### src/rtl/srf_pkg.sv
// Types and constants shared by the SPI register access framer.
`timescale 1ns / 1ps
package srf_pkg;

  typedef enum logic [1:0] {
    KIND_WRITE = 2'd0,
    KIND_READ  = 2'd1,
    KIND_RX    = 2'd2,
    KIND_RESET = 2'd3
  } kind_t;

  localparam logic OKIND_TX  = 1'b0;
  localparam logic OKIND_RES = 1'b1;

  localparam int CFG_IDX_W  = 2;
  localparam int CFG_DATA_W = 8;
  localparam logic [CFG_IDX_W-1:0] CFG_CRC_ENABLE   = 2'd0;
  localparam logic [CFG_IDX_W-1:0] CFG_CRC_POLY     = 2'd1;
  localparam logic [CFG_IDX_W-1:0] CFG_CRC_RESIDUE  = 2'd2;

  localparam logic [7:0] READ_BIT   = 8'h40;
  localparam logic [7:0] CRC_INIT   = 8'hFF;
  localparam logic [7:0] FILL_BYTE  = 8'h00;
  localparam logic [7:0] RESET_BYTE = 8'hFF;
  localparam logic [7:0] CRC_POLY_RST = 8'h07;
  localparam logic [2:0] VALUE_BYTES = 3'd4;

  typedef struct packed {
    kind_t       kind;
    logic [5:0]  reg_address;
    logic [2:0]  byte_count;
    logic [31:0] write_value;
    logic [7:0]  rx_byte;
  } in_t;

  typedef struct packed {
    logic        out_kind;
    logic [7:0]  tx_byte;
    logic        frame_last;
    logic [31:0] read_value;
    logic        crc_error;
  } out_t;

  typedef struct packed {
    logic       crc_enable;
    logic [7:0] crc_polynomial;
    logic [7:0] crc_residue_expected;
  } cfg_t;

  typedef enum logic [2:0] {
    SEL_CMD  = 3'd0,
    SEL_DATA = 3'd1,
    SEL_CRC  = 3'd2,
    SEL_FILL = 3'd3,
    SEL_FF   = 3'd4,
    SEL_RES  = 3'd5
  } sel_t;

  typedef struct packed {
    logic accept;
    logic emit;
    sel_t sel;
  } cmd_t;

  typedef struct packed {
    logic out_free;
    logic tx_last;
    logic data_last;
    logic res_due;
  } status_t;

endpackage

### src/rtl/srf_ctrl.sv
// Frame sequencing state machine for the SPI register access framer.
`timescale 1ns / 1ps
module srf_ctrl (
  input  logic            clk,
  input  logic            rst_n,
  input  logic            in_valid,
  input  srf_pkg::kind_t  in_kind,
  output logic            in_ready,
  input  srf_pkg::status_t status,
  output srf_pkg::cmd_t   cmd
);
  import srf_pkg::*;

  typedef enum logic [7:0] {
    S_IDLE  = 8'b0000_0001,
    S_WCMD  = 8'b0000_0010,
    S_WDATA = 8'b0000_0100,
    S_WCRC  = 8'b0000_1000,
    S_RCMD  = 8'b0001_0000,
    S_FILL  = 8'b0010_0000,
    S_RST   = 8'b0100_0000,
    S_RX    = 8'b1000_0000
  } state_t;

  state_t state_r, state_nxt;

  assign in_ready = (state_r == S_IDLE);

  always_comb begin
    state_nxt  = state_r;
    cmd.accept = in_valid && in_ready;
    cmd.emit   = 1'b0;
    cmd.sel    = SEL_FILL;
    case (state_r)
      S_IDLE: begin
        if (in_valid) begin
          case (in_kind)
            KIND_WRITE: state_nxt = S_WCMD;
            KIND_READ:  state_nxt = S_RCMD;
            KIND_RX:    state_nxt = S_RX;
            KIND_RESET: state_nxt = S_RST;
            default:    state_nxt = S_IDLE;
          endcase
        end
      end
      S_WCMD: begin
        cmd.sel = SEL_CMD;
        if (status.out_free) begin
          cmd.emit  = 1'b1;
          state_nxt = status.tx_last ? S_IDLE : S_WDATA;
        end
      end
      S_WDATA: begin
        cmd.sel = SEL_DATA;
        if (status.out_free) begin
          cmd.emit = 1'b1;
          if (status.tx_last) begin
            state_nxt = S_IDLE;
          end else if (status.data_last) begin
            state_nxt = S_WCRC;
          end
        end
      end
      S_WCRC: begin
        cmd.sel = SEL_CRC;
        if (status.out_free) begin
          cmd.emit  = 1'b1;
          state_nxt = S_IDLE;
        end
      end
      S_RCMD: begin
        cmd.sel = SEL_CMD;
        if (status.out_free) begin
          cmd.emit  = 1'b1;
          state_nxt = status.tx_last ? S_IDLE : S_FILL;
        end
      end
      S_FILL: begin
        cmd.sel = SEL_FILL;
        if (status.out_free) begin
          cmd.emit = 1'b1;
          if (status.tx_last) state_nxt = S_IDLE;
        end
      end
      S_RST: begin
        cmd.sel = SEL_FF;
        if (status.out_free) begin
          cmd.emit = 1'b1;
          if (status.tx_last) state_nxt = S_IDLE;
        end
      end
      S_RX: begin
        cmd.sel = SEL_RES;
        if (!status.res_due) begin
          state_nxt = S_IDLE;
        end else if (status.out_free) begin
          cmd.emit  = 1'b1;
          state_nxt = S_IDLE;
        end
      end
      default: state_nxt = S_IDLE;
    endcase
  end

  always_ff @(posedge clk) begin
    if (!rst_n) begin
      state_r <= S_IDLE;
    end else begin
      state_r <= state_nxt;
    end
  end

endmodule

### src/rtl/srf_dp.sv
// Datapath: frame bytes, CRC-8 units, read gathering and the output register.
`timescale 1ns / 1ps
module srf_dp #(
  parameter int MAX_DATA_BYTES   = 4,
  parameter int RESET_BYTE_COUNT = 10
) (
  input  logic              clk,
  input  logic              rst_n,
  input  srf_pkg::in_t      in_data,
  input  srf_pkg::cfg_t     cfg,
  input  srf_pkg::cmd_t     cmd,
  output srf_pkg::status_t  status,
  output logic              out_valid,
  input  logic              out_ready,
  output srf_pkg::out_t     out_data
);
  import srf_pkg::*;

  localparam int FRAME_MAX = MAX_DATA_BYTES + 2;
  localparam int TX_MAX    = (RESET_BYTE_COUNT > FRAME_MAX) ? RESET_BYTE_COUNT : FRAME_MAX;
  localparam int TXW       = $clog2(TX_MAX + 1);

  function automatic logic [7:0] crc_feed(input logic [7:0] crc, input logic [7:0] data,
                                          input logic [7:0] poly);
    logic [7:0] c;
    c = crc ^ data;
    for (int b = 0; b < 8; b++) begin
      c = c[7] ? ((c << 1) ^ poly) : (c << 1);
    end
    return c;
  endfunction

  logic [7:0]     cmd_byte_r, cmd_byte_nxt;
  logic [31:0]    val_r, val_nxt;
  logic [2:0]     dcnt_r, dcnt_nxt;
  logic [TXW-1:0] tx_left_r, tx_left_nxt;
  logic [7:0]     tcrc_r, tcrc_nxt;
  logic [2:0]     rd_left_r, rd_left_nxt;
  logic           chk_r, chk_nxt;
  logic [31:0]    acc_r, acc_nxt;
  logic [7:0]     rcrc_r, rcrc_nxt;
  logic           err_r, err_nxt;
  logic           due_r, due_nxt;
  logic           out_valid_r, out_valid_nxt;
  out_t           out_data_r, out_data_nxt;

  logic [2:0] cnt;
  logic [2:0] pad_bytes;
  logic [4:0] shamt;
  logic [7:0] rx_crc;
  logic [7:0] tx_in;
  logic [7:0] tx_crc;
  logic       out_free;

  // clamp register size to 1..MAX_DATA_BYTES
  always_comb begin
    if (in_data.byte_count == 3'd0) begin
      cnt = 3'd1;
    end else if (in_data.byte_count > 3'(MAX_DATA_BYTES)) begin
      cnt = 3'(MAX_DATA_BYTES);
    end else begin
      cnt = in_data.byte_count;
    end
  end

  // left-justify the used bytes so the MSB byte sits in [31:24]
  assign pad_bytes = VALUE_BYTES - cnt;
  assign shamt     = {pad_bytes[1:0], 3'b000};

  assign rx_crc   = crc_feed(rcrc_r, in_data.rx_byte, cfg.crc_polynomial);
  assign tx_in    = (cmd.sel == SEL_CMD) ? cmd_byte_r : val_r[31:24];
  assign tx_crc   = crc_feed(tcrc_r, tx_in, cfg.crc_polynomial);
  assign out_free = !out_valid_r || out_ready;

  always_comb begin
    cmd_byte_nxt  = cmd_byte_r;
    val_nxt       = val_r;
    dcnt_nxt      = dcnt_r;
    tx_left_nxt   = tx_left_r;
    tcrc_nxt      = tcrc_r;
    rd_left_nxt   = rd_left_r;
    chk_nxt       = chk_r;
    acc_nxt       = acc_r;
    rcrc_nxt      = rcrc_r;
    err_nxt       = err_r;
    due_nxt       = due_r;
    out_valid_nxt = out_valid_r;
    out_data_nxt  = out_data_r;

    if (cmd.accept) begin
      case (in_data.kind)
        KIND_RX: begin
          due_nxt = 1'b0;
          err_nxt = 1'b0;
          if (rd_left_r != 3'd0) begin
            acc_nxt     = {acc_r[23:0], in_data.rx_byte};
            rcrc_nxt    = rx_crc;
            rd_left_nxt = rd_left_r - 3'd1;
            due_nxt     = (rd_left_r == 3'd1) && !chk_r;
          end else if (chk_r) begin
            rcrc_nxt = rx_crc;
            due_nxt  = 1'b1;
            err_nxt  = (rx_crc != cfg.crc_residue_expected);
          end
        end
        KIND_RESET: begin
          rd_left_nxt = 3'd0;
          chk_nxt     = 1'b0;
          acc_nxt     = '0;
          rcrc_nxt    = CRC_INIT;
          tx_left_nxt = TXW'(RESET_BYTE_COUNT);
        end
        default: begin
          // write or read request; either abandons a pending read
          rd_left_nxt  = 3'd0;
          chk_nxt      = 1'b0;
          acc_nxt      = '0;
          rcrc_nxt     = CRC_INIT;
          cmd_byte_nxt = {2'b00, in_data.reg_address};
          val_nxt      = in_data.write_value << shamt;
          dcnt_nxt     = cnt;
          tx_left_nxt  = TXW'(cnt) + TXW'(1) + TXW'(cfg.crc_enable);
          tcrc_nxt     = CRC_INIT;
          if (in_data.kind == KIND_READ) begin
            cmd_byte_nxt = READ_BIT | {2'b00, in_data.reg_address};
            rd_left_nxt  = cnt;
            chk_nxt      = cfg.crc_enable;
          end
        end
      endcase
    end

    if (cmd.emit) begin
      out_valid_nxt            = 1'b1;
      out_data_nxt.out_kind    = OKIND_TX;
      out_data_nxt.tx_byte     = FILL_BYTE;
      out_data_nxt.frame_last  = (tx_left_r == TXW'(1));
      out_data_nxt.read_value  = '0;
      out_data_nxt.crc_error   = 1'b0;
      tx_left_nxt              = tx_left_r - TXW'(1);
      case (cmd.sel)
        SEL_CMD: begin
          out_data_nxt.tx_byte = cmd_byte_r;
          tcrc_nxt             = tx_crc;
        end
        SEL_DATA: begin
          out_data_nxt.tx_byte = val_r[31:24];
          tcrc_nxt             = tx_crc;
          val_nxt              = {val_r[23:0], 8'h00};
          dcnt_nxt             = dcnt_r - 3'd1;
        end
        SEL_CRC:  out_data_nxt.tx_byte = ~tcrc_r;
        SEL_FILL: out_data_nxt.tx_byte = FILL_BYTE;
        SEL_FF:   out_data_nxt.tx_byte = RESET_BYTE;
        SEL_RES: begin
          out_data_nxt.out_kind   = OKIND_RES;
          out_data_nxt.frame_last = 1'b0;
          out_data_nxt.read_value = acc_r;
          out_data_nxt.crc_error  = err_r;
          tx_left_nxt             = tx_left_r;
          rd_left_nxt             = 3'd0;
          chk_nxt                 = 1'b0;
          acc_nxt                 = '0;
          rcrc_nxt                = CRC_INIT;
          due_nxt                 = 1'b0;
        end
        default: out_data_nxt.tx_byte = FILL_BYTE;
      endcase
    end else if (out_ready) begin
      out_valid_nxt = 1'b0;
    end
  end

  always_ff @(posedge clk) begin
    if (!rst_n) begin
      dcnt_r      <= 3'd0;
      tx_left_r   <= '0;
      rd_left_r   <= 3'd0;
      chk_r       <= 1'b0;
      acc_r       <= '0;
      rcrc_r      <= CRC_INIT;
      err_r       <= 1'b0;
      due_r       <= 1'b0;
      out_valid_r <= 1'b0;
    end else begin
      dcnt_r      <= dcnt_nxt;
      tx_left_r   <= tx_left_nxt;
      rd_left_r   <= rd_left_nxt;
      chk_r       <= chk_nxt;
      acc_r       <= acc_nxt;
      rcrc_r      <= rcrc_nxt;
      err_r       <= err_nxt;
      due_r       <= due_nxt;
      out_valid_r <= out_valid_nxt;
    end
  end

  always_ff @(posedge clk) begin
    cmd_byte_r <= cmd_byte_nxt;
    val_r      <= val_nxt;
    tcrc_r     <= tcrc_nxt;
    out_data_r <= out_data_nxt;
  end

  assign status.out_free  = out_free;
  assign status.tx_last   = (tx_left_r == TXW'(1));
  assign status.data_last = (dcnt_r == 3'd1);
  assign status.res_due   = due_r;

  assign out_valid = out_valid_r;
  assign out_data  = out_data_r;

endmodule

### src/rtl/spi_register_access_framer_crc8.sv
// Top level of the SPI register access framer with CRC-8: config registers and wiring.
//
//   channel  ports                          beat
//   input    in_valid / in_ready / in_data  one request or one received byte
//   output   out_valid / out_ready / out_data  one transmit byte or one read result
//   config   cfg_wen / cfg_index / cfg_data  one register write, no wait
//
// A request is accepted, then its frame bytes follow: write and read frames are
// 1 + byte_count bytes (+1 with CRC), a reset frame RESET_BYTE_COUNT bytes.
// A received byte emits a read result when one is due. Bytes leave one per cycle from
// the output register; a stall on out_ready holds the sequencer. in_ready is high only
// while the sequencer is idle. Reset is synchronous and needs no clearing pass.
`timescale 1ns / 1ps
module spi_register_access_framer_crc8 #(
  parameter int MAX_DATA_BYTES   = 4,
  parameter int RESET_BYTE_COUNT = 10
) (
  input  logic                              clk,
  input  logic                              rst_n,
  input  logic                              in_valid,
  output logic                              in_ready,
  input  srf_pkg::in_t                      in_data,
  output logic                              out_valid,
  input  logic                              out_ready,
  output srf_pkg::out_t                     out_data,
  input  logic                              cfg_wen,
  input  logic [srf_pkg::CFG_IDX_W-1:0]     cfg_index,
  input  logic [srf_pkg::CFG_DATA_W-1:0]    cfg_data
);
  import srf_pkg::*;

  cfg_t    cfg_r, cfg_nxt;
  cmd_t    cmd;
  status_t status;

  always_comb begin
    cfg_nxt = cfg_r;
    if (cfg_wen) begin
      case (cfg_index)
        CFG_CRC_ENABLE:  cfg_nxt.crc_enable           = cfg_data[0];
        CFG_CRC_POLY:    cfg_nxt.crc_polynomial       = cfg_data;
        CFG_CRC_RESIDUE: cfg_nxt.crc_residue_expected = cfg_data;
        default:         cfg_nxt = cfg_r;
      endcase
    end
  end

  always_ff @(posedge clk) begin
    if (!rst_n) begin
      cfg_r.crc_enable           <= 1'b0;
      cfg_r.crc_polynomial       <= CRC_POLY_RST;
      cfg_r.crc_residue_expected <= 8'h00;
    end else begin
      cfg_r <= cfg_nxt;
    end
  end

  srf_ctrl u_ctrl (
    .clk      (clk),
    .rst_n    (rst_n),
    .in_valid (in_valid),
    .in_kind  (in_data.kind),
    .in_ready (in_ready),
    .status   (status),
    .cmd      (cmd)
  );

  srf_dp #(
    .MAX_DATA_BYTES   (MAX_DATA_BYTES),
    .RESET_BYTE_COUNT (RESET_BYTE_COUNT)
  ) u_dp (
    .clk       (clk),
    .rst_n     (rst_n),
    .in_data   (in_data),
    .cfg       (cfg_r),
    .cmd       (cmd),
    .status    (status),
    .out_valid (out_valid),
    .out_ready (out_ready),
    .out_data  (out_data)
  );

`ifndef SYNTHESIS
  // after an accepted beat the sequencer is busy in the next cycle
  a_busy_after_accept: assert property (@(posedge clk) disable iff (!rst_n)
    in_valid && in_ready |=> !in_ready)
    else $error("in_ready high right after an accepted beat");

  // no transmit bytes are owed while idle
  a_idle_no_frame: assert property (@(posedge clk) disable iff (!rst_n)
    in_ready |-> !status.tx_last)
    else $error("idle with frame bytes still owed");

  // emits only happen into a free output register
  a_emit_free: assert property (@(posedge clk) disable iff (!rst_n)
    cmd.emit |-> status.out_free && !cmd.accept)
    else $error("emit into a busy output register");

  // a read result carries no transmit byte
  a_result_clean: assert property (@(posedge clk) disable iff (!rst_n)
    cmd.emit && cmd.sel == SEL_RES |=> out_data.tx_byte == 8'h00 && !out_data.frame_last)
    else $error("read result with transmit fields set");
`endif

endmodule

### config.mk
export PLATFORM = sky130hd
export DESIGN_NAME = spi_register_access_framer_crc8
export DESIGN_NICKNAME = d
export VERILOG_FILES = /design/src/rtl/srf_pkg.sv /design/src/rtl/srf_ctrl.sv /design/src/rtl/srf_dp.sv /design/src/rtl/spi_register_access_framer_crc8.sv
export SDC_FILE = /design/constraint.sdc
export NUM_CORES = 1
export LEC_CHECK = 0
export ABC_CLOCK_PERIOD_IN_PS = 4700
export BUFFER_PORTS_ARGS = -buffer_cell sky130_fd_sc_hd__buf_2
export CAP_MARGIN = 25
export CORE_ASPECT_RATIO = 0.9
export CORE_MARGIN = 8
export CORE_UTILIZATION = 30
export CTS_BUF_LIST = sky130_fd_sc_hd__clkbuf_4 sky130_fd_sc_hd__clkbuf_8
export DETAILED_ROUTE_END_ITERATION = 8
export GPL_TIMING_DRIVEN = 0
export REMOVE_ABC_BUFFERS = 1
export SYNTH_ARGS = -nofsm -noshare
export SYNTH_HDL_FRONTEND = slang
export SYNTH_SLANG_ARGS = --single-unit
### constraint.sdc
create_clock -name clk -period 4.7 [get_ports clk]
set_input_delay 0.235 -clock clk [delete_from_list [all_inputs] [get_ports clk]]
set_output_delay 0.235 -clock clk [all_outputs]
set_load 0.01 [all_outputs]
## Yosys cells after proc, flatten, opt, wreduce, memory -nomap -nowiden

Index checks and enable logic that the tools add are counted.

- RAM bits: 0
- Bits in latches: 0
- Bits of input ports: 66
- Bits in registers: 170
- Word-level logic and storage cells: 189
- Bits in read-only memories: 0
- Memories kept: 0
- Output and inout port bits: 45

- Bitwise operators: 20
- Order comparisons: 1
- Add/sub/neg operators: 6
- Multiplexer cells: 87
- Divide/modulo/power cells: 0
- Multiply operators: 0
- Shifts and indexed selects: 1
- Reductions and logical operators: 23
- Eq/ne operators: 30

Operator list:

| cell | number |
|---|---|
| $mux 8 | 37 |
| $mux 32 | 9 |
| $xor 8x8->8 | 18 |
| $pmux 8 s4 | 2 |
| $pmux 8 s7 | 1 |
| $mux 3 | 12 |
| $shl 32x5->32 | 1 |
| $pmux 4 s6 | 1 |
| $mux 1 | 17 |
| $mux 4 | 3 |
| $ne 2x1->1 const B | 5 |
| $reduce_and 2->1 | 5 |
| $eq 3x1->1 const B | 3 |
| $eq 8x1->1 const B | 1 |
| $eq 8x2->1 const B | 1 |
| $eq 8x3->1 const B | 1 |
| $eq 8x4->1 const B | 1 |
| $eq 8x5->1 const B | 1 |
| $eq 8x6->1 const B | 1 |
| $eq 8x7->1 const B | 1 |
| $eq 8x8->1 const B | 1 |
| $ne 8x8->1 | 1 |
| $not 8->8 | 1 |
| $pmux 4 s2 | 1 |
| other kinds (28) | 43 |

## Logic depth before layout (Yosys ltp)

- Depth after elaboration: 26
- Gate-level depth with buffers: 17
- Depth with buffers taken out: 14

## By module

Synthesis repeated with hierarchy kept, for this count alone.

- Cell total of the unflattened synthesis: 1333
- Area, all modules: 11393.4 um^2

Modules (own cells, without submodules):

| module | cells an instance | sequential area each (um^2) | area an instance (um^2) | times used |
|---|---|---|---|---|
| srf_dp | 1168 | 3383.2 | 9979.6 | 1 |
| srf_ctrl | 95 | 160.2 | 733.2 | 1 |
| spi_register_access_framer_crc8 | 70 | 340.3 | 680.7 | 1 |

## Least setup slack after synthesis

Ideal clock, no wire load.

- Path type: reg2reg
- Start point: register u_ctrl.state_r[7]
- End point: register u_dp.tx_left_r[0]
- Path slack: -244 ps
- Setup time: 77 ps
- Data arrival time: 4867 ps
- Path buffers: 0
- Data required time: 4623 ps
- Clock period less this slack: 4944 ps
- Stages on the path, launching flop included: 11
- Cell sequence: dfxtp_1 nor4_4 nand2_1 nor2_1 nor2_1 nand2_1 a211oi_1 nor2_1 o21ai_1 or4_1 a31oi_1

- Word-level cells in the longest chain between the ends: 6
- Elaborated cells on any way between the ends: 17
- Classes of those cells: 11 x eq/ne; 2 x mux; 4 x reduce/logical

Ends and longest elaborated chain:

| what | line | source |
|---|---|---|
| start, declared | srf_ctrl.sv:25 | `state_t state_r, state_nxt;` |
| start signal, assigned | srf_ctrl.sv:109 | `state_r <= state_nxt;` |
| $eq 8x2->1 or $eq 8x5->1 (tied branches) | srf_ctrl.sv:34 | `case (state_r)` |
| $reduce_or 2->1 (no line) | n/a |  |
| $pmux 4 s6 | srf_ctrl.sv:34 |  |
| $eq 3x3->1 | srf_dp.sv:141 | `case (cmd.sel)` |
| $ne 2x2->1 (no line) | n/a |  |
| $reduce_and 3->1 (no line) | n/a |  |
| end signal, assigned | srf_dp.sv:187 | `tx_left_r <= tx_left_nxt;` |
| end, declared | srf_dp.sv:36 | `logic [TXW-1:0] tx_left_r, tx_left_nxt;` |

Parallel ways exist; a longest one is shown, timed or not.
A chain may end at the register's enable or synchronous reset.

## Worst setup path in the final report

- Start point: register u_ctrl.state_r[0]
- End point: register u_dp.tcrc_r[3]

- Word-level cells in the longest chain between the ends: 23
- Elaborated cells on any way between the ends: 35
- Classes of those cells: 9 x eq/ne; 13 x mux; 9 x bitwise; 4 x reduce/logical

Ends and longest elaborated chain:

| what | line | source |
|---|---|---|
| $eq 8x2->1 or $eq 8x5->1 (tied branches) | srf_ctrl.sv:34 |  |
| $reduce_or 2->1 (no line) | n/a |  |
| $pmux 4 s6 | srf_ctrl.sv:34 |  |
| $logic_not 3->1 | srf_dp.sv:71, srf_dp.sv:141 |  |
| $mux 8 | srf_dp.sv:71 | `assign tx_in = (cmd.sel == SEL_CMD) ? cmd_byte_r : val_r[31:24];` |
| $xor 8x8->8 | srf_dp.sv:26 | `c = crc ^ data;` |
| $xor 8x8->8 | srf_dp.sv:28 | `c = c[7] ? ((c << 1) ^ poly) : (c << 1);` |
| $mux 8 | srf_dp.sv:28 |  |
| [... 8 more ...] | n/a |  |
| $mux 8 or $xor 8x8->8 (tied branches) | srf_dp.sv:28 |  |
| $xor 8x8->8 or $mux 8 (tied branches) | srf_dp.sv:28 |  |
| $mux 8 or $xor 8x8->8 (tied branches) | srf_dp.sv:28 |  |
| $xor 8x8->8 or $mux 8 (tied branches) | srf_dp.sv:28 |  |
| $mux 8 | srf_dp.sv:28 |  |
| $mux 8 | srf_dp.sv:141 |  |
| $mux 8 (*) | srf_dp.sv:133 | `if (cmd.emit) begin` |
| named net u_dp.tcrc_nxt[3] | srf_dp.sv:37 | `logic [7:0] tcrc_r, tcrc_nxt;` |
| end signal, assigned | srf_dp.sv:201 | `tcrc_r <= tcrc_nxt;` |
| end, declared | srf_dp.sv:37 |  |

Mark *: on every way through the listed nets, which the timed path passes. The rest lies on a longest branch.

==> results.toml <==
[clock_tree]
cts-root-buf = "clkbuf_8"
htreeDepth = 4
clock_latency_ps = 470
path_clk_slew_ps = 100
clk_path_buf_depth = 2
cts_tree = "yes"
clock_sinks = 169
cts_buffers = 17

[logic_synthesis]
synthFlopType = "dfxtp_1"
synthesis.area_sq_um = 10500
syn-mean-instance-area_sq_um = 8.49
ys_async_sr_fraction = 0
seq_area_frac_synth = 0.369
yosysWarnings = 0
ys_ff_latch = 169
synth_cell_type_count = 78
synthCells = 1240
synth_edf_count = 50

[timing]
max_slew.worst_pin.slew_ps = 1010
slew_violations = 0
min_period_ps = 4750
slew_headroom = 0.325
setup_tns_ps = -50.8
max_freq_mhz = 210
layout_worst_path_cycle_share = 1.01
hold_viol = 0
fin_skew_ps = 14.1
setup_viol_count_final = 1
setup_ws_ps = -50.8
rsz0062_at_grt = "true"

[route]
drt_iter0_drc = 641
postRouteAntennaNets = 0
post-route-drc-count = 0
vias = 9245
post_drt_wl_per_cell_um = 15.8
via_per_inst = 5.08
drt-total-wl_um = 28700
dr.pass1.iters = 6

[global_route]
grt_max_degree = 42
grt-ovfl-total = 0
grt_pass1_wl_um = 45900
grt_pass1_vias = 8770
grt_usage = 0.135
antenna_found_initial = 4

[placed_design]
portBuffers = 110
dp.final_hpwl_um = 20500
dp_cells = 1752
finalWeightedCongestion = 0.861

[floorplanning]
start_util = 0.303
coreArea_sq_um = 34800
die-area_sq_um = 41400
ioPinCount = 111
row_count = 65
die_h_um = 194
die_width_um = 214

[cells_and_area]
layout-drive-gt1-share = 0.189
fin_nets = 1412
fin_util = 0.363
instances_no_fill = 1820
fill_cells = 3650
area_delta_synth_final_pct = 19.9

[run_status]
violations = "setup timing"
outcome = "finished, violations left"

[min_path]
hold_class = "in2reg"
whs_path_depth = 3

[setup_path]
r2r_cells = 16
criticalPathCategory = "reg2reg"
critPathRequiredTime_ps = 5040
cp-start-kind = "flip-flop"
arrival_ps = 5090
cp-end-kind = "flip-flop"
critPathMaxFanout = 8

[power]
p_sw_w = 0.00210
cellInternalPower_w = 0.00357
leakagePower_nw = 4.79
switching_share = 0.370
clock_power_share = 0.194
power.total_w = 0.00567
p_seq_frac = 0.312
p_comb_frac = 0.494
ir_worst_vdd_v = 0.000252
power_density_nw_per_um2 = 449

[flow_run]
cap_violations = 0
[synth_stat cells, types with 18 or more instances]
library cell,n,area share
inv_1,18,0.0064
dfxtp_1,119,0.23
o21ai_0,59,0.028
xor2_1,22,0.018
nor2_1,107,0.038
mux2i_1,54,0.051
xnor2_1,73,0.061
edfxtp_1,50,0.14
nand2_1,191,0.068
nor3_1,35,0.017
clkbuf_1,70,0.025
and2_1,42,0.025
a21oi_1,116,0.055
nand3_1,29,0.014
[worst paths after layout]
kind | startpoint | to | slack [ps]
max | u_ctrl.state_r[0] | u_dp.tcrc_r[3] | -50
min | in_data[2] | u_dp.acc_r[2] | 40
max reg2reg | u_ctrl.state_r[0] | u_dp.tcrc_r[3] | -50
min reg2reg | u_dp.acc_r[30] | u_dp.acc_r[30] | 450
[state kept, by name (all words and copies together), names as in the netlist, 7 cells and up]
register and flops:
u_dp.acc_r 32, u_dp.cmd_byte_r 7, u_dp.tcrc_r 8, u_dp.rcrc_r 8
u_ctrl.state_r 8, cfg_r 17, u_dp.out_data 43, u_dp.val_r 32
[layout make-up]
class,count,area (sq um),area share
Clock inverter,12,153,0.0121
Multi-Input combinational cell,976,6580,0.521
Sequential cell,169,3910,0.309
Antenna cell,1,2.50,0.000198
Timing Repair Buffer,154,1060,0.0838
Clock buffer,20,269,0.0213
Tap cell,469,587,0.0465
Inverter,19,73.8,0.00585
[placed cells by master (no fill, tap or decap), drive strengths merged, types with 5 or more instances in the layout]
cell and n:
dlygate4sd3 14, mux2 9, nand2 191, nor4 11, and2 43, o21a 5
nand2b 10, xnor3 17, a22oi 13, or2 7, dfxtp 119, nor3b 10
a21oi 116, ha 9, edfxtp 50, a32oi 6, xnor2 73, o31ai 5
inv 27, or3 6, nand3b 6, nor3 35, a31oi 8, nand3 29
a211oi 15, o211ai 14, a221o 10, nor2 107, mux2i 54, xor2 22
clkbuf 20, o21ai 68, and3 8, buf 140, nor2b 15
[power groups by stage]
stage | Combinational, W | Clock (W) | Sequential, W
after detailed placement | 0.00240 | 0 | 0.00180
after CTS | 0.00255 | 0.00114 | 0.00177
final | 0.00280 | 0.00110 | 0.00177
after global placement | 0.00234 | 0 | 0.00180
after global routing | 0.00304 | 0.00121 | 0.00179
after floorplan | 0.00193 | 0 | 0.00177
[metrics by stage]
stage                     setup slack, ps  hold WS, ps  cell area [sq um]
after floorplan                      -305          297              10200
after global placement              -2350          434              11400
after detailed placement            -1160          439              11600
after CTS                            24.0         1.02              12300
after global routing                 -145         1.07              12600
final                               -50.8         38.5              12600
[critical path, cell delays in order (launching register included)]
cell     delay, ps
dfxtp_4        380
or4_4          580
o31ai_4        230
mux2i_2        280
xor3_2         570
o32a_1         420
and4_4         240
or2_4          280
xnor3_2        280
mux2i_1        150
mux2_4         300
nor4_4         280
buf_6          170
buf_6          100
o21ai_2         40
xnor3_1        260
a21oi_1         70
[cells by family after synthesis]
group	Yosys count	share of synthesized area
fa+ha+maj	9	0.0107
flops	169	0.369
xor+xnor	115	0.123
compound gates	297	0.178
simple gates	492	0.223
mux	63	0.0613
buf+inv	95	0.0360
[what timing repair did]
| action | in CTS | in global routing |
|---|---|---|
| gates resized for setup | 35 | 28 |
| endpoints found under the setup margin | 17 | 10 |
| hold buffers | 13 | 1 |
| endpoints found under the hold margin | 17 | 1 |
| pin swaps | 7 | 23 |
| setup buffers | 4 | 15 |
[per-layer routing]
| metal | track usage | wire, um | vias to the layer above |
|---|---|---|---|
| met5 | 0 | 32 | - |
| met4 | 0.0365 | 258 | 6 |
| met3 | 0.0309 | 1570 | 23 |
| met2 | 0.213 | 13600 | 242 |
| met1 | 0.183 | 13200 | 4371 |
| li1 | - | - | 4603 |
Power figures use the tool's default switching activity.
